[config.mk]
export PLATFORM = sky130hd
export DESIGN_NAME = rle_escape_stream_decoder
export DESIGN_NICKNAME = d
export VERILOG_FILES = /design/src/design/rlesd_pkg.sv /design/src/design/rlesd_fifo.sv /design/src/design/rlesd_front.sv /design/src/design/rlesd_back.sv /design/src/design/rle_escape_stream_decoder.sv
export SDC_FILE = /design/constraint.sdc
export NUM_CORES = 1
export LEC_CHECK = 0
export ABC_AREA = 0
export BUFFER_PORTS_ARGS = -buffer_cell sky130_fd_sc_hd__buf_2
export CAP_MARGIN = 20
export CORE_MARGIN = 1.5
export CORE_UTILIZATION = 24
export CTS_CLUSTER_SIZE = 16
export DETAILED_ROUTE_END_ITERATION = 8
export PLACE_DENSITY_LB_ADDON = 0.2
export SLEW_MARGIN = 20
export SYNTH_ARGS = -nofsm -noshare
export SYNTH_HDL_FRONTEND = slang
export SYNTH_SLANG_ARGS = --single-unit
[constraint.sdc]
create_clock -name clk_i -period 4.6 [get_ports clk_i]
set_input_delay 0.46 -clock clk_i [delete_from_list [all_inputs] [get_ports clk_i]]
set_output_delay 0.46 -clock clk_i [all_outputs]
set_load 0.02 [all_outputs]
[src/design/rlesd_pkg.sv]
package rlesd_pkg;

  // Header layout: four signature bytes, then four size bytes, LSB first.
  localparam int unsigned SIG_LEN    = 4;
  localparam int unsigned HEADER_LEN = 8;

  // Signature "RLE1", indexed by header position.
  localparam logic [7:0] SIGNATURE [SIG_LEN] = '{8'h52, 8'h4C, 8'h45, 8'h31};

  // Reset value of the escape byte register.
  localparam logic [7:0] ESCAPE_RESET = 8'hFF;

  // Default queue depths.
  localparam int unsigned CMD_DEPTH = 2;
  localparam int unsigned RES_DEPTH = 2;

  // Completion status codes.
  localparam logic [1:0] STATUS_OK       = 2'd0;
  localparam logic [1:0] STATUS_NO_SIG   = 2'd1;
  localparam logic [1:0] STATUS_SIZE_ERR = 2'd2;

  // Input transaction.
  typedef struct packed {
    logic [7:0] in_byte;
    logic       last;
  } rlesd_in_t;

  // Result transaction.
  typedef struct packed {
    logic [7:0] out_byte;
    logic [7:0] run_length;
    logic       done_res;
    logic [1:0] status;
  } rlesd_out_t;

  // Commands from the classifier to the run executor.
  typedef enum logic [1:0] {
    CMD_SIZE,   // one expected-size byte
    CMD_FAIL,   // end the file with a missing-signature status
    CMD_RUN     // one run, possibly empty when it closes the file
  } rlesd_cmd_kind_e;

  typedef struct packed {
    rlesd_cmd_kind_e kind;
    logic [7:0]      data;
    logic [7:0]      len;
    logic            last;
  } rlesd_cmd_t;

endpackage

[src/design/rlesd_fifo.sv]
module rlesd_fifo #(
  parameter int unsigned Width = 8,
  parameter int unsigned Depth = 2
) (
  input  logic             clk_i,
  input  logic             rst_ni,
  input  logic             push_i,
  input  logic [Width-1:0] data_i,
  output logic             full_o,
  input  logic             pop_i,
  output logic [Width-1:0] data_o,
  output logic             empty_o
);

  localparam int unsigned PtrW = (Depth > 1) ? $clog2(Depth) : 1;
  localparam int unsigned CntW = $clog2(Depth + 1);

  logic [Width-1:0] mem_q [Depth];
  logic [PtrW-1:0]  wr_ptr_q, wr_ptr_d;
  logic [PtrW-1:0]  rd_ptr_q, rd_ptr_d;
  logic [CntW-1:0]  cnt_q, cnt_d;
  logic             do_push, do_pop;

  // Status and handshake qualification.
  assign full_o  = (cnt_q == CntW'(Depth));
  assign empty_o = (cnt_q == '0);
  assign do_push = push_i && !full_o;
  assign do_pop  = pop_i && !empty_o;
  assign data_o  = mem_q[rd_ptr_q];

  // Pointer and fill count updates with wrap at the depth.
  always_comb begin
    wr_ptr_d = wr_ptr_q;
    rd_ptr_d = rd_ptr_q;
    cnt_d    = cnt_q;
    if (do_push) begin
      wr_ptr_d = (wr_ptr_q == PtrW'(Depth - 1)) ? '0 : wr_ptr_q + 1'b1;
    end
    if (do_pop) begin
      rd_ptr_d = (rd_ptr_q == PtrW'(Depth - 1)) ? '0 : rd_ptr_q + 1'b1;
    end
    if (do_push && !do_pop) begin
      cnt_d = cnt_q + 1'b1;
    end else if (!do_push && do_pop) begin
      cnt_d = cnt_q - 1'b1;
    end
  end

  always_ff @(posedge clk_i or negedge rst_ni) begin
    if (!rst_ni) begin
      wr_ptr_q <= '0;
      rd_ptr_q <= '0;
      cnt_q    <= '0;
    end else begin
      wr_ptr_q <= wr_ptr_d;
      rd_ptr_q <= rd_ptr_d;
      cnt_q    <= cnt_d;
    end
  end

  // Storage array, no reset needed on payload.
  always_ff @(posedge clk_i) begin
    if (do_push) begin
      mem_q[wr_ptr_q] <= data_i;
    end
  end

  // The fill count never exceeds the depth.
  a_cnt_range: assert property (@(posedge clk_i) disable iff (!rst_ni)
    cnt_q <= CntW'(Depth))
    else $error("fifo count exceeds depth");

  // A lone push raises the count by one.
  a_push_count: assert property (@(posedge clk_i) disable iff (!rst_ni)
    (do_push && !do_pop) |=> (cnt_q == $past(cnt_q) + 1'b1))
    else $error("fifo count did not follow a push");

  // Read and write pointers meet only when empty or full.
  a_ptr_meet: assert property (@(posedge clk_i) disable iff (!rst_ni)
    (wr_ptr_q == rd_ptr_q) |-> (empty_o || full_o))
    else $error("fifo pointers disagree with count");

endmodule

[src/design/rlesd_front.sv]
module rlesd_front (
  input  logic                  clk_i,
  input  logic                  rst_ni,
  input  logic [7:0]            escape_byte_i,
  input  logic                  accept_i,
  input  rlesd_pkg::rlesd_in_t  in_i,
  output logic                  cmd_push_o,
  output rlesd_pkg::rlesd_cmd_t cmd_o
);

  import rlesd_pkg::*;

  logic [3:0] hdr_idx_q, hdr_idx_d;
  logic       sig_bad_q, sig_bad_d;
  logic       discard_q, discard_d;
  logic       esc_pend_q, esc_pend_d;
  logic [7:0] pend_cnt_q, pend_cnt_d;

  logic [3:0] idx_next;
  logic       bad_next;
  logic [7:0] run_val;
  logic [7:0] run_len;

  // Classify each accepted byte and update the parse state.
  always_comb begin
    hdr_idx_d  = hdr_idx_q;
    sig_bad_d  = sig_bad_q;
    discard_d  = discard_q;
    esc_pend_d = esc_pend_q;
    pend_cnt_d = pend_cnt_q;
    cmd_push_o = 1'b0;
    cmd_o      = '{kind: CMD_RUN, data: in_i.in_byte, len: 8'd0, last: in_i.last};
    idx_next   = hdr_idx_q + 4'd1;
    bad_next   = sig_bad_q;
    run_val    = 8'd0;
    run_len    = 8'd0;

    if (hdr_idx_q < 4'(SIG_LEN) && in_i.in_byte != SIGNATURE[hdr_idx_q[1:0]]) begin
      bad_next = 1'b1;
    end

    if (accept_i) begin
      if (discard_q) begin
        // Drop bytes until the end of the file.
        if (in_i.last) begin
          hdr_idx_d  = '0;
          sig_bad_d  = 1'b0;
          discard_d  = 1'b0;
          esc_pend_d = 1'b0;
          pend_cnt_d = '0;
        end
      end else if (hdr_idx_q < 4'(HEADER_LEN)) begin
        if (idx_next == 4'(SIG_LEN) && bad_next) begin
          // Signature check failed on its fourth byte.
          cmd_push_o = 1'b1;
          cmd_o.kind = CMD_FAIL;
          hdr_idx_d  = in_i.last ? 4'd0 : idx_next;
          sig_bad_d  = 1'b0;
          discard_d  = !in_i.last;
        end else if (in_i.last) begin
          // File ends inside the header, or right after it.
          cmd_push_o = 1'b1;
          cmd_o.kind = (idx_next < 4'(HEADER_LEN)) ? CMD_FAIL : CMD_SIZE;
          hdr_idx_d  = '0;
          sig_bad_d  = 1'b0;
        end else begin
          cmd_push_o = (hdr_idx_q >= 4'(SIG_LEN));
          cmd_o.kind = CMD_SIZE;
          hdr_idx_d  = idx_next;
          sig_bad_d  = bad_next;
        end
      end else begin
        // Body: escape sequence decoding.
        if (pend_cnt_q != 8'd0) begin
          run_val    = in_i.in_byte;
          run_len    = pend_cnt_q;
          pend_cnt_d = '0;
          esc_pend_d = 1'b0;
        end else if (esc_pend_q) begin
          pend_cnt_d = in_i.in_byte;
        end else if (in_i.in_byte == escape_byte_i) begin
          esc_pend_d = 1'b1;
        end else begin
          run_val = in_i.in_byte;
          run_len = 8'd1;
        end
        cmd_o.data = run_val;
        cmd_o.len  = run_len;
        cmd_push_o = in_i.last || (run_len != 8'd0);
        if (in_i.last) begin
          hdr_idx_d  = '0;
          sig_bad_d  = 1'b0;
          esc_pend_d = 1'b0;
          pend_cnt_d = '0;
        end
      end
    end
  end

  always_ff @(posedge clk_i or negedge rst_ni) begin
    if (!rst_ni) begin
      hdr_idx_q  <= '0;
      sig_bad_q  <= 1'b0;
      discard_q  <= 1'b0;
      esc_pend_q <= 1'b0;
      pend_cnt_q <= '0;
    end else begin
      hdr_idx_q  <= hdr_idx_d;
      sig_bad_q  <= sig_bad_d;
      discard_q  <= discard_d;
      esc_pend_q <= esc_pend_d;
      pend_cnt_q <= pend_cnt_d;
    end
  end

  // Discarding only starts right after the signature.
  a_discard_idx: assert property (@(posedge clk_i) disable iff (!rst_ni)
    discard_q |-> (hdr_idx_q == 4'(SIG_LEN)))
    else $error("discarding outside the signature position");

  // A waiting count always belongs to an open escape.
  a_pend_esc: assert property (@(posedge clk_i) disable iff (!rst_ni)
    (pend_cnt_q != 8'd0) |-> esc_pend_q)
    else $error("count pending without escape");

  // Escape decoding only happens in the body.
  a_esc_body: assert property (@(posedge clk_i) disable iff (!rst_ni)
    esc_pend_q |-> (hdr_idx_q == 4'(HEADER_LEN)))
    else $error("escape pending inside header");

endmodule

[src/design/rlesd_back.sv]
module rlesd_back (
  input  logic                  clk_i,
  input  logic                  rst_ni,
  input  logic                  cmd_valid_i,
  input  rlesd_pkg::rlesd_cmd_t cmd_i,
  output logic                  cmd_pop_o,
  input  logic                  res_full_i,
  output logic                  res_push_o,
  output rlesd_pkg::rlesd_out_t res_o
);

  import rlesd_pkg::*;

  logic [31:0] exp_size_q, exp_size_d;
  logic [31:0] out_cnt_q, out_cnt_d;
  logic [31:0] exp_shift;
  logic [31:0] cnt_sum;

  assign cmd_pop_o = cmd_valid_i && !res_full_i;
  // Size bytes arrive LSB first, so shifting in from the top lands them in place.
  assign exp_shift = {cmd_i.data, exp_size_q[31:8]};
  assign cnt_sum   = out_cnt_q + 32'(cmd_i.len);

  // Execute one command per cycle while the result queue has room, and form its result.
  always_comb begin
    exp_size_d = exp_size_q;
    out_cnt_d  = out_cnt_q;
    res_push_o = 1'b0;
    res_o      = '{out_byte: 8'd0, run_length: 8'd0, done_res: 1'b0,
                   status: STATUS_OK};
    if (cmd_pop_o) begin
      case (cmd_i.kind)
        CMD_SIZE: begin
          exp_size_d = exp_shift;
          if (cmd_i.last) begin
            res_push_o     = 1'b1;
            res_o.done_res = 1'b1;
            res_o.status   = (out_cnt_q == exp_shift) ? STATUS_OK : STATUS_SIZE_ERR;
            exp_size_d     = '0;
            out_cnt_d      = '0;
          end
        end
        CMD_FAIL: begin
          res_push_o     = 1'b1;
          res_o.done_res = 1'b1;
          res_o.status   = STATUS_NO_SIG;
          exp_size_d     = '0;
          out_cnt_d      = '0;
        end
        CMD_RUN: begin
          res_push_o       = 1'b1;
          res_o.out_byte   = cmd_i.data;
          res_o.run_length = cmd_i.len;
          out_cnt_d        = cnt_sum;
          if (cmd_i.last) begin
            res_o.done_res = 1'b1;
            res_o.status   = (cnt_sum == exp_size_q) ? STATUS_OK : STATUS_SIZE_ERR;
            exp_size_d     = '0;
            out_cnt_d      = '0;
          end
        end
        default: begin
          res_push_o = 1'b0;
        end
      endcase
    end
  end

  always_ff @(posedge clk_i or negedge rst_ni) begin
    if (!rst_ni) begin
      exp_size_q <= '0;
      out_cnt_q  <= '0;
    end else begin
      exp_size_q <= exp_size_d;
      out_cnt_q  <= out_cnt_d;
    end
  end

  // A result that does not end the file always carries data and no status.
  a_mid_run: assert property (@(posedge clk_i) disable iff (!rst_ni)
    (res_push_o && !res_o.done_res) |-> (res_o.run_length != 8'd0 &&
                                         res_o.status == STATUS_OK))
    else $error("empty or flagged mid-file result");

  // The reserved status code is never produced.
  a_status_code: assert property (@(posedge clk_i) disable iff (!rst_ni)
    res_push_o |-> (res_o.status != 2'd3))
    else $error("reserved status code");

  // Ending a file clears the output count.
  a_done_clear: assert property (@(posedge clk_i) disable iff (!rst_ni)
    (res_push_o && res_o.done_res) |=> (out_cnt_q == 32'd0))
    else $error("output count not cleared after done");

endmodule

[src/design/rle_escape_stream_decoder.sv]
// Escape-byte run-length decoder for "RLE1" files. Bytes enter through a queue-style port
// (push/full) with a last flag on the final byte of each file; run descriptors leave through
// a second queue (empty/pop), each giving a byte value and a run length, plus a done flag and
// status on the transaction that ends the file (ok, missing signature, size mismatch). The
// block takes one byte per cycle when the result side keeps up. A classifier tracks the
// header and escape state and writes commands into a small queue; an executor keeps the
// 32-bit output count and the expected size, whose add and compare set the cycle time, and
// writes results into the output queue. Accepted bytes are classified combinationally; any
// command formed is queued, and its result is queued in turn. The escape byte register
// (reset 0xFF) must only be written while no file is in flight.
module rle_escape_stream_decoder #(
  parameter int unsigned CmdDepth = rlesd_pkg::CMD_DEPTH,
  parameter int unsigned ResDepth = rlesd_pkg::RES_DEPTH
) (
  input  logic                 clk_i,
  input  logic                 rst_ni,
  input  logic                 cfg_we_i,
  input  logic [7:0]           cfg_wdata_i,
  input  logic                 push,
  input  rlesd_pkg::rlesd_in_t in_i,
  output logic                 full,
  output logic                 empty,
  input  logic                 pop,
  output rlesd_pkg::rlesd_out_t out_o
);

  import rlesd_pkg::*;

  logic [7:0] escape_byte_q;
  logic       accept;
  logic       cmd_push, cmd_full, cmd_empty, cmd_pop;
  rlesd_cmd_t cmd_in, cmd_out;
  logic       res_push, res_full;
  rlesd_out_t res_in;

  // Configuration register.
  always_ff @(posedge clk_i or negedge rst_ni) begin
    if (!rst_ni) begin
      escape_byte_q <= ESCAPE_RESET;
    end else if (cfg_we_i) begin
      escape_byte_q <= cfg_wdata_i;
    end
  end

  assign full   = cmd_full;
  assign accept = push && !cmd_full;

  // Front end: header check and escape classification.
  rlesd_front u_front (
    .clk_i        (clk_i),
    .rst_ni       (rst_ni),
    .escape_byte_i(escape_byte_q),
    .accept_i     (accept),
    .in_i         (in_i),
    .cmd_push_o   (cmd_push),
    .cmd_o        (cmd_in)
  );

  // Command queue between the two halves.
  rlesd_fifo #(
    .Width($bits(rlesd_cmd_t)),
    .Depth(CmdDepth)
  ) u_cmd_q (
    .clk_i  (clk_i),
    .rst_ni (rst_ni),
    .push_i (cmd_push),
    .data_i (cmd_in),
    .full_o (cmd_full),
    .pop_i  (cmd_pop),
    .data_o (cmd_out),
    .empty_o(cmd_empty)
  );

  // Back end: counting, size check and result formation.
  rlesd_back u_back (
    .clk_i      (clk_i),
    .rst_ni     (rst_ni),
    .cmd_valid_i(!cmd_empty),
    .cmd_i      (cmd_out),
    .cmd_pop_o  (cmd_pop),
    .res_full_i (res_full),
    .res_push_o (res_push),
    .res_o      (res_in)
  );

  // Result queue toward the consumer.
  rlesd_fifo #(
    .Width($bits(rlesd_out_t)),
    .Depth(ResDepth)
  ) u_res_q (
    .clk_i  (clk_i),
    .rst_ni (rst_ni),
    .push_i (res_push),
    .data_i (res_in),
    .full_o (res_full),
    .pop_i  (pop),
    .data_o (out_o),
    .empty_o(empty)
  );

endmodule
# After elaboration in Yosys (flattened, before gate mapping)
# Memory sizes are Yosys's and may differ from the RTL's.
# Index checks and enable logic that the tools add are counted.
# totals
ff_bits	95
in_bits	22
output_inout_bits	21
mem_count	2
word_cells	159
ramBits	76
# classes
n_bitwise	1
eq_ne	13
n_lt_le_gt_ge	5
mux	78
n_addsub	10
n_reduce_logical	36
# mem_list
name	depth	word_bits	read_ports	rd_ports_with_merged_regs	write_ports	line	source
u_cmd_q.mem_q	2	19	1	0	1	rlesd_fifo.sv:18	logic [Width-1:0] mem_q [Depth];
u_res_q.mem_q	2	19	1	0	1	rlesd_fifo.sv:18	
# op_table
cell	n
$pmux 32 s3	2
$mux 8	16
$mux 32	3
$eq 32x32->1	2
$mux 18	2
$mux 1	34
$add 32x8->32	1
$mux 16	2
$mux 19	1
$mux 2	9
$bmux 8 s2	1
$mux 4	4
$reduce_bool 8->1	2
$logic_and 1x1->1	12
$logic_not 1->1	9
$pmux 3 s3	1
$reduce_and 3->1	3
$eq 8x8->1	1
$lt 4x4->1 const B	2
$ne 8x8->1	1
$eq 2x2->1 const B	3
$logic_not 2->1	3
$mux 3	2
$ne 2x2->1 const B	3
other kinds (18)	24

# Depth between registers and ports, before layout
# Gate-level depths: netlist (run 1).
# logic_depth
word_depth	17
ltp_mapped	14
depth_no_buf	14

# Cells and area by module
# Synthesis (run 1) repeated with hierarchy kept, for this count alone.
# hier_totals
hier_cells	861
hier_area_um2	9356.5
# modules_own_cells
module	seq_area_each_um2	cells_per_inst	area_each_um2	instances
rlesd_back	1601.5	564	4732.0	1
rlesd_fifo	1241.2	78	1566.5	2
rlesd_front	375.4	122	1139.8	1
rle_escape_stream_decoder	210.2	19	351.6	1

# Worst setup path after synthesis (run 1)
# OpenSTA, ideal clock, no wires.
# synth_timing
path_kind	register to register
from	register u_cmd_q.rd_ptr_q
to	memory u_res_q.mem_q[0][1] (netlist bit) (data pin)
path_buffers	3
stages_incl_launch_ff	14
arrival_time_ns	3.325
setup_ns	0.267
setup_slack_ns	1.008
t_required_ns	4.333
synth_period_minus_slack_ns	3.592
cell_sequence	dfrtp_1 buf_4 buf_1 mux2_2 ha_1 buf_2 o211ai_1 or3_4 a31oi_4 nand2_1 xnor2_1 or3_1 nor3_1 a21oi_1
# synth_lines
element	line	source
start: declaration	rlesd_fifo.sv:20	logic [PtrW-1:0] rd_ptr_q, rd_ptr_d;
start signal: assignment	rlesd_fifo.sv:56	rd_ptr_q <= rd_ptr_d;
end: declaration	rlesd_fifo.sv:18	

==> results.cfg, run 1 <==
[floorplanning]
fp.coreArea_um2 = 37900
die_area_um2 = 39900
row_count = 71
die_x_um = 200
fp.dieH_um = 200
ios = 43
start_util = 0.245

[global_route]
grt_max_degree = 69
globalRouteTotalUtil = 0.137
grt_antenna_before_repair = 0
grt_pass1_wl_mm = 40.2
first_global_vias = 6629
grt_overflow = 0

[worst_setup_path]
r2r_cells = 11
critPathKind = register to register
regToRegSetupSlack_ps = 880
cp_slowest_cell = dfrtp_1
max_stage_delay_ps = 520
startpoint = u_cmd_q.rd_ptr_q$_DFFE_PN0P_
startpoint_type = register
endpoint_kind = register
cp_max_fo = 13
reg2reg_to = u_res_q.mem_q[0][1]$_DFFE_PP_
crit_end = u_res_q.mem_q[0][1]$_DFFE_PP_
path_cells = buf_4 -> mux2_2 -> ha_1 -> o211ai_1 -> or3_4 -> a31oi_4 -> nand2_1 -> xnor2_1 -> or3_1 -> nor3_1 -> a21oi_1
cp.required_ps = 4780
r2r-start = u_cmd_q.rd_ptr_q$_DFFE_PN0P_
worst_ep_arrival_time_ps = 3900

[clock_tree]
post_cts_buffers = 0
clock-sinks = 171
clockRootBuffer = clkbuf_16
clkLatencyLatePin_ps = 440
cts_tree = yes
cts_max_path_buffers = 2
htreeDepth = 4
clk_pin_slew_worst_paths_ps = 70
numCtsBuffers = 17
ctsResizeCount = 0

[timing]
worst_slew_pin_slew_ps = 943
fin_crit_ps = 3720
maxSlewHeadroom = 0.367
period_share = 0.808
hold_viol = 0
clock.fmax_ghz = 0.269
finClkSkew_ps = 12.0
setup_ws_ps = 884
final_max_slew_viol_count = 0
finalSetupViolCount = 0
rsz0062_at_grt = false
fin_setup_tns_ps = 0

[logic_synthesis]
synth_flop_cell = dfrtp_1
async_reset_ff_frac = 0.556
ys_seq_area_frac = 0.502
synth_cell_types = 70
synth_edf_count = 76
syn_nets = 925
synth_area_um2 = 9300
ys_ff_latch = 171
postSynthAreaPerCell_um2 = 10.5
ys_warn_count = 0
synthesis.instances = 884

[cells_and_area]
drive_above_1_share = 0.166
nets = 951
diodes = 0
area_growth_pct = 14.9

[routing]
drcViolationCount = 0
routed_wl_mm = 26.0
ant_nets = 0
routed_via_density = 4.61
dr.pass1.iters = 5
avgRoutedWirePerCell_um = 18.1
drt-initial-drc-count = 437
num_vias = 6609

[placement]
dp_hpwl_mm = 19.0
portBuffers = 42
finalWeightedCongestion = 0.909
place_ws_ps = 873

[run_status]
status = finished, final reports clean

[power]
p_per_area_nw_per_um2 = 627
power_leakage_uw = 0.00422
ir_drop_uv = 273

[job]
maxCapViolCount = 0

[worst_hold_path]
min_path_type = input pin to register
==> layout by cell type, fill, tap and decap left out, drive strengths merged, types with 9 or more instances in the layout <==
cell,n
o21ai,75
mux2i,15
nand2b,9
mux2,37
buf,56
dfrtp,87
xnor2,60
ha,18
nor4,11
xor2,40
nand4,26
o31ai,22
nor2,52
clkbuf,17
nand2,125
nand3,9
nor3,12
a21oi,23
nor2b,14
edfxtp,76
and3,22
inv,24
==> cell type report <==
class | count | area, um^2
clock inverter | 15 | 185
clock buffer | 17 | 425
fill | 4014 | 27200
inverter | 19 | 71.3
tap | 511 | 639
multi-input combinational | 644 | 4350
sequential | 171 | 4670
timing repair buffer | 57 | 348
==> metrics by stage <==
stage / hold WS, ps / instance area [um^2] / power, uW / instances / util
2_1_floorplan: 164 / 9300 / 4290 / 884 / -
3_3_place_gp: 463 / 10000 / 5260 / 1400 / 0.264
3_5_place_dp: 478 / 10000 / 5260 / 1400 / 0.264
4_1_cts: 214 / 10600 / 6800 / 1432 / 0.281
5_1_grt: 234 / 10700 / 7170 / 1434 / 0.282
6_report: 252 / 10700 / 6700 / 1434 / 0.282
==> state kept, by name, summed over array words and instances (netlist names), 2 cells and up <==
name,count
u_back.exp_size_q,32
u_front.pend_cnt_q,8
u_back.out_cnt_q,32
u_front.hdr_idx_q,4
u_cmd_q.cnt_q,2
u_res_q.cnt_q,2
escape_byte_q,8
u_cmd_q.mem_q,38
u_res_q.mem_q,38
==> synth_stat cells (7+ instances only) <==
cell,number,area (um^2)
nand2_1,125,469
dfrtp_1,87,2180
edfxtp_1,76,2280
o21ai_0,69,345
xnor2_1,60,526
nor2_1,52,195
xor2_1,40,350
mux2_2,37,417
clkbuf_1,31,116
nand4_1,24,150
o31ai_1,22,165
a21oi_1,21,105
and3_1,21,131
inv_1,19,71.3
ha_1,18,225
mux2i_1,15,150
nor2b_1,14,87.6
nor3_1,12,60.1
buf_2,11,55.1
nor4_1,11,68.8
nand2b_1,9,56.3
dfstp_2,8,210
nand3_1,8,40.0
a22o_1,7,61.3
and2_1,7,43.8
==> what timing repair did <==
item                                    CTS  global route
hold buffers                              0             1
endpoints found under the setup margin    0             0
hold endpoints to repair                  0            18
==> worst min path at each step <==
stage / start / depth (start not counted) / end
global route: cfg_wdata_i[1] / 2 / escape_byte_q[1]$_DFFE_PN1P_
floorplan: rst_ni / 0 / u_back.exp_size_q[0]$_DFFE_PN0P_
detailed placement: u_front.sig_bad_q$_DFFE_PN0P_ / 2 / u_front.sig_bad_q$_DFFE_PN0P_
CTS: rst_ni / 1 / u_front.pend_cnt_q[1]$_DFFE_PN0P_
global placement: u_front.sig_bad_q$_DFFE_PN0P_ / 2 / u_front.sig_bad_q$_DFFE_PN0P_
finish: cfg_wdata_i[1] / 2 / escape_byte_q[1]$_DFFE_PN1P_
==> cell families after synthesis <==
group           synth area share
simple gates               0.159
flops                      0.502
compound gates             0.119
xor+xnor                   0.101
buf+inv                   0.0315
mux                       0.0610
fa+ha+maj                 0.0264
==> power by group <==
group | switching, uW | internal, uW | total, uW
registers | 345 | 2020 | 2370
logic | 1760 | 1060 | 2820
clock network | 645 | 864 | 1510
==> critical path: cells and delay by family (launching register included) <==
family	cells	cell delay, ps
compound gates	3	510
xor+xnor	1	150
fa+ha+maj	1	350
buf+inv	1	310
flops	1	520
mux	1	390
simple gates	4	1210
==> layer usage <==
metal,GRT usage,part of all wire,up-vias,wire length [um]
met4,0.0454,0.018,0,469
met2,0.216,0.47,131,12100
met5,0,0,-,0
met1,0.188,0.48,3241,12400
met3,0.0265,0.039,29,1010
li1,-,-,3208,-
(Power assumes the default switching activity.)
==> run 2, diff against run 1 <==
==> constraint.sdc (replaced) <==
create_clock -name clk_i -period 3.85 [get_ports clk_i]
set_input_delay 0.385 -clock clk_i [delete_from_list [all_inputs] [get_ports clk_i]]
set_output_delay 0.385 -clock clk_i [all_outputs]
set_load 0.02 [all_outputs]
==> run 2 against run 1 <==
Compared with the run above: fmax rose by 2.7%; utilization rose by 0.40 points; die area did not move; first-iteration DRC count rose by 16%; design area rose by 1.4%; count of clock-buffer cells in the layout rose by 1; hold slack got worse by 170 ps; sequential cell count did not move; combinational power rose by 24%; sequential share of layout area fell by 0.61 points; critical endpoint unchanged.
==> results.cfg, run 2 (synthesis results as in run 1) <==
[timing]
fin_setup_tns_ps = 0
final_max_slew_viol_count = 0
finClkSkew_ps = 27.0
clock.fmax_ghz = 0.276
worst_slew_pin_slew_ps = 963
maxSlewHeadroom = 0.358
rsz0062_at_grt = false
fin_crit_ps = 3620
whs_ps = 79.5
setup_ws_ps = 230
hold_viol = 0
finalSetupViolCount = 0
period_share = 0.940

[clock_tree]
clockRootBuffer = clkbuf_16
clock-sinks = 171
post_cts_buffers = 0
clkLatencyLatePin_ps = 460
cts_tree = yes
htreeDepth = 4
cts_hold_buf = 0
cts_max_path_buffers = 2
numCtsBuffers = 17
clk_pin_slew_worst_paths_ps = 70

[power]
ir_drop_uv = 375
p_per_area_nw_per_um2 = 752
p_total_uw = 8140
power_leakage_uw = 0.00432

[routing]
avgRoutedWirePerCell_um = 18.7
num_vias = 6676
routed_via_density = 4.59
drt-initial-drc-count = 506
drcViolationCount = 0
dr.pass1.iters = 7
ant_nets = 0
routed_wl_mm = 27.3

[placement]
place_ws_ps = 269
portBuffers = 42
finalWeightedCongestion = 0.906
dp_hpwl_mm = 20.0

[job]
maxCapViolCount = 0

[floorplanning]
row_count = 71
fp.coreArea_um2 = 37900
die_x_um = 200
start_util = 0.245
die_area_um2 = 39900
fp.dieH_um = 200
ios = 43

[worst_setup_path]
worst_ep_arrival_time_ps = 3810
endpoint_kind = register
regToRegSetupSlack_ps = 230
critPathKind = register to register
cp_max_fo = 12
cp.required_ps = 4040
startpoint_type = register

[cells_and_area]
multi_input_area_um2 = 4340
nFillCells = 4025
final_util = 0.286
nets = 973
layout_common_cells = nand2_1, dfrtp_1, edfxtp_1
reg.largest.list = u_cmd_q.mem_q: 38 flops, u_res_q.mem_q: 38 flops
seqCellArea_um2 = 4670
drive_above_1_share = 0.185
diodes = 0
area_growth_pct = 16.5
final_common_cell = nand2_1

[global_route]
first_global_vias = 6734
globalRouteTotalUtil = 0.144
grt_overflow = 0
grt_antenna_before_repair = 0
grt_pass1_wl_mm = 42.1
grt_max_degree = 65

[worst_hold_path]
min_path_type = input pin to asynchronous set/reset pin

[run_status]
status = finished, final reports clean
[run 2: layout make-up]
type / instances / area share
Clock inverter: 14 / 0.0178
Tap cell: 511 / 0.0590
Clock buffer: 18 / 0.0396
Multi-Input combinational cell: 644 / 0.401
Sequential cell: 171 / 0.431
Timing Repair Buffer: 79 / 0.0453
Inverter: 19 / 0.00658
[run 2: metal layers]
metal  global-route usage  wire, um
met4               0.0518       612
met5                    0         0
met3               0.0348      1320
met2                0.220     12300
met1                0.197     13100
[run 2: repair_timing]
action                     4_1_cts  5_1_grt
hold endpoints to repair         0        0
resized for setup                0        1
setup endpoints to repair        0        2
[run 2: stage by stage]
step                      instances  cell area (um^2)
final                          1456             10800
after global routing           1456             10800
after CTS                      1456             10800
after detailed placement       1424             10200
after global placement         1424             10200
after floorplan                 884              9300
[run 2: report_power, final]
group          internal (uW)  total, uW  switching (uW)  leakage (uW)
registers               2420       2800             385       0.00198
logic                   1340       3490            2150       0.00204
clock network           1090       1850             766      0.000299
total                   4840       8140            3300       0.00432
[run 2: final timing paths]
| path | startpoint | to | depth (start not counted) |
|---|---|---|---|
| worst max-delay path | u_cmd_q.rd_ptr_q$_DFFE_PN0P_ | u_res_q.mem_q[0][1]$_DFFE_PP_ | 11 |
| worst min-delay path | rst_ni | u_back.exp_size_q[18]$_DFFE_PN0P_ | 1 |
| worst max register to register | u_cmd_q.rd_ptr_q$_DFFE_PN0P_ | u_res_q.mem_q[0][1]$_DFFE_PP_ | 11 |
| worst min register to register | u_front.sig_bad_q$_DFFE_PN0P_ | u_front.sig_bad_q$_DFFE_PN0P_ | 2 |
| max in group asynchronous | rst_ni | u_back.exp_size_q[3]$_DFFE_PN0P_ | 2 |
| min in group clk_i | cfg_wdata_i[5] | escape_byte_q[5]$_DFFE_PN1P_ | 2 |
[run 2: worst max-delay path, cell delays in order (launching register included)]
cell and delay [ps]:
dfrtp_1 350, buf_4 230, mux2_2 390, ha_1 440, o211ai_1 170, or3_4 440
a31oi_4 270, nand2_1 160, xnor2_1 150, or3_1 370, nor3_1 270, a21oi_1 120
==> run 3, diff against run 2 <==
--- a/config.mk
+++ b/config.mk
@@ -7,9 +7,8 @@
 export LEC_CHECK = 0
 export ABC_AREA = 0
 export BUFFER_PORTS_ARGS = -buffer_cell sky130_fd_sc_hd__buf_2
-export CAP_MARGIN = 20
 export CORE_MARGIN = 1.5
-export CORE_UTILIZATION = 24
+export CORE_UTILIZATION = 35
 export CTS_CLUSTER_SIZE = 16
 export DETAILED_ROUTE_END_ITERATION = 8
 export PLACE_DENSITY_LB_ADDON = 0.2
==> run 3 against run 2 <==
Compared with the run above: non-clock buffer count down 5; sequential share of layout area grew 1.2 points; cell count down 12%; design area decreased by 2.7%; global-route usage rose by 4.5 points; total power fell by 1.8%; clock power is 6% lower; count of clock-buffer cells in the layout rose by 2; combinational power about the same; register-to-register slack improved by 30 ps; sequential power is essentially flat; sequential cell count did not move; largest cell class unchanged.
==> results.cfg, run 3 (synthesis results as in run 1) <==
[clock_tree]
clkLatencyLatePin_ps = 440
clock-sinks = 171
cts_hold_buf = 0
numCtsBuffers = 17
clk_pin_slew_worst_paths_ps = 70
cts_max_path_buffers = 2
ctsResizeCount = 0
cts_tree = yes
clockRootBuffer = clkbuf_16
post_cts_buffers = 0
htreeDepth = 4

[global_route]
globalRouteTotalUtil = 0.189
grt_overflow = 0
grt_antenna_before_repair = 0
first_global_vias = 6821
grt_max_degree = 52
grt_pass1_wl_mm = 40.0

[worst_setup_path]
startpoint_type = register
critPathKind = register to register
worst_ep_arrival_time_ps = 3760
cp_max_fo = 13
max_stage_delay_ps = 440
cp_slowest_cell = dfrtp_2
cp.required_ps = 4020
path_cells = buf_6 -> mux2_2 -> ha_1 -> nand3_1 -> or3_4 -> a31oi_4 -> nand2_1 -> xnor2_1 -> or3_1 -> nor3_1 -> a21oi_1
endpoint_kind = register

[floorplanning]
die_x_um = 166
fp.dieH_um = 166
fp.coreArea_um2 = 26100
die_area_um2 = 27600
start_util = 0.357
ios = 43
row_count = 59

[timing]
maxSlewHeadroom = 0.403
rsz0062_at_grt = false
period_share = 0.933
finClkSkew_ps = 15.0
clock.fmax_ghz = 0.278
setup_ws_ps = 256
fin_crit_ps = 3590
finalSetupViolCount = 0
hold_viol = 0
fin_setup_tns_ps = 0
worst_slew_pin_slew_ps = 889
final_max_slew_viol_count = 0

[cells_and_area]
diodes = 0
nets = 968
final_common_cell = nand2_1
layout_common_cells = nand2_1, dfrtp_1, edfxtp_1
drive_above_1_share = 0.180
area_growth_pct = 13.3
stdcell_count = 1275
reg.largest.list = u_cmd_q.mem_q: 38 flops, u_res_q.mem_q: 38 flops

[routing]
num_vias = 6689
drt-initial-drc-count = 449
dr.pass1.iters = 7
routed_wl_mm = 25.1
drcViolationCount = 0
routed_via_density = 5.25
ant_nets = 0
avgRoutedWirePerCell_um = 19.7

[placement]
finalWeightedCongestion = 0.936
portBuffers = 42
place_ws_ps = 148
dp_hpwl_mm = 18.4
dp_cells = 1243

[power]
p_per_area_nw_per_um2 = 758
ir_drop_uv = 366
power_leakage_uw = 0.00428

[worst_hold_path]
min_path_type = input pin to asynchronous set/reset pin

[job]
maxCapViolCount = 0

[run_status]
status = finished, final reports clean
run 3: changes by cell type in the layout (fill, tap and decap cells not counted), moves of 2 or more:
| cell | previous run | this run |
|---|---|---|
| bufinv_16 | 4 | 1 |
| inv_6 | 3 | 5 |
| buf_4 | 38 | 32 |
| clkinv_2 | 2 | 0 |
run 3: per-stage QoR:
step | hold WS, ps | area (um^2) | total power [uW] | utilization
after floorplan | 89.4 | 9300 | 5130 | -
after global placement | 468 | 9950 | 6300 | 0.382
after detailed placement | 486 | 9950 | 6300 | 0.382
after CTS | 18.6 | 10500 | 8060 | 0.404
after global routing | 47.1 | 10500 | 8530 | 0.404
final | 3.34 | 10500 | 7990 | 0.404
run 3: worst paths after layout:
path                                         startpoint                          endpoint  slack (ps)  cells past startpoint
min in group clk_i                       cfg_wdata_i[5]      escape_byte_q[5]$_DFFE_PN1P_         180                      2
max                        u_cmd_q.rd_ptr_q$_DFFE_PN0P_     u_res_q.mem_q[1][1]$_DFFE_PP_         260                     11
max in group asynchronous                        rst_ni      escape_byte_q[5]$_DFFE_PN1P_        3010                      2
max reg2reg                u_cmd_q.rd_ptr_q$_DFFE_PN0P_     u_res_q.mem_q[1][1]$_DFFE_PP_         260                     11
min reg2reg                u_cmd_q.wr_ptr_q$_DFFE_PN0P_      u_cmd_q.wr_ptr_q$_DFFE_PN0P_         500                      1
min                                              rst_ni  u_back.exp_size_q[3]$_DFFE_PN0P_           3                      1
run 3: final cells by class:
class / count / area [um^2]
fill: 2552 / 15500
multi-input combinational: 644 / 4340
timing repair buffer: 74 / 457
inverter: 19 / 71.3
tap: 335 / 419
clock buffer: 20 / 458
sequential: 171 / 4670
clock inverter: 12 / 125
run 3: routing by layer:
metal | share of wire | wire, um | track usage | vias up
met5 | 0 | 0 | 0 | -
met4 | 0.035 | 888 | 0.0807 | 0
met3 | 0.045 | 1140 | 0.0329 | 45
met2 | 0.46 | 11700 | 0.302 | 179
met1 | 0.45 | 11400 | 0.254 | 3222
li1 | - | - | - | 3243
run 3: critical path, delay by kind of cell (launching register included):
family / cells / cell delay, ps
simple gates: 5 / 1300
flops: 1 / 440
compound gates: 2 / 420
fa+ha+maj: 1 / 410
mux: 1 / 380
buf+inv: 1 / 210
xor+xnor: 1 / 150
run 3: where the power goes:
| group | switching [uW] | leakage (uW) | internal, uW |
|---|---|---|---|
| clock network | 781 | 0.000284 | 949 |
| logic | 2110 | 0.00202 | 1350 |
| registers | 390 | 0.00198 | 2420 |
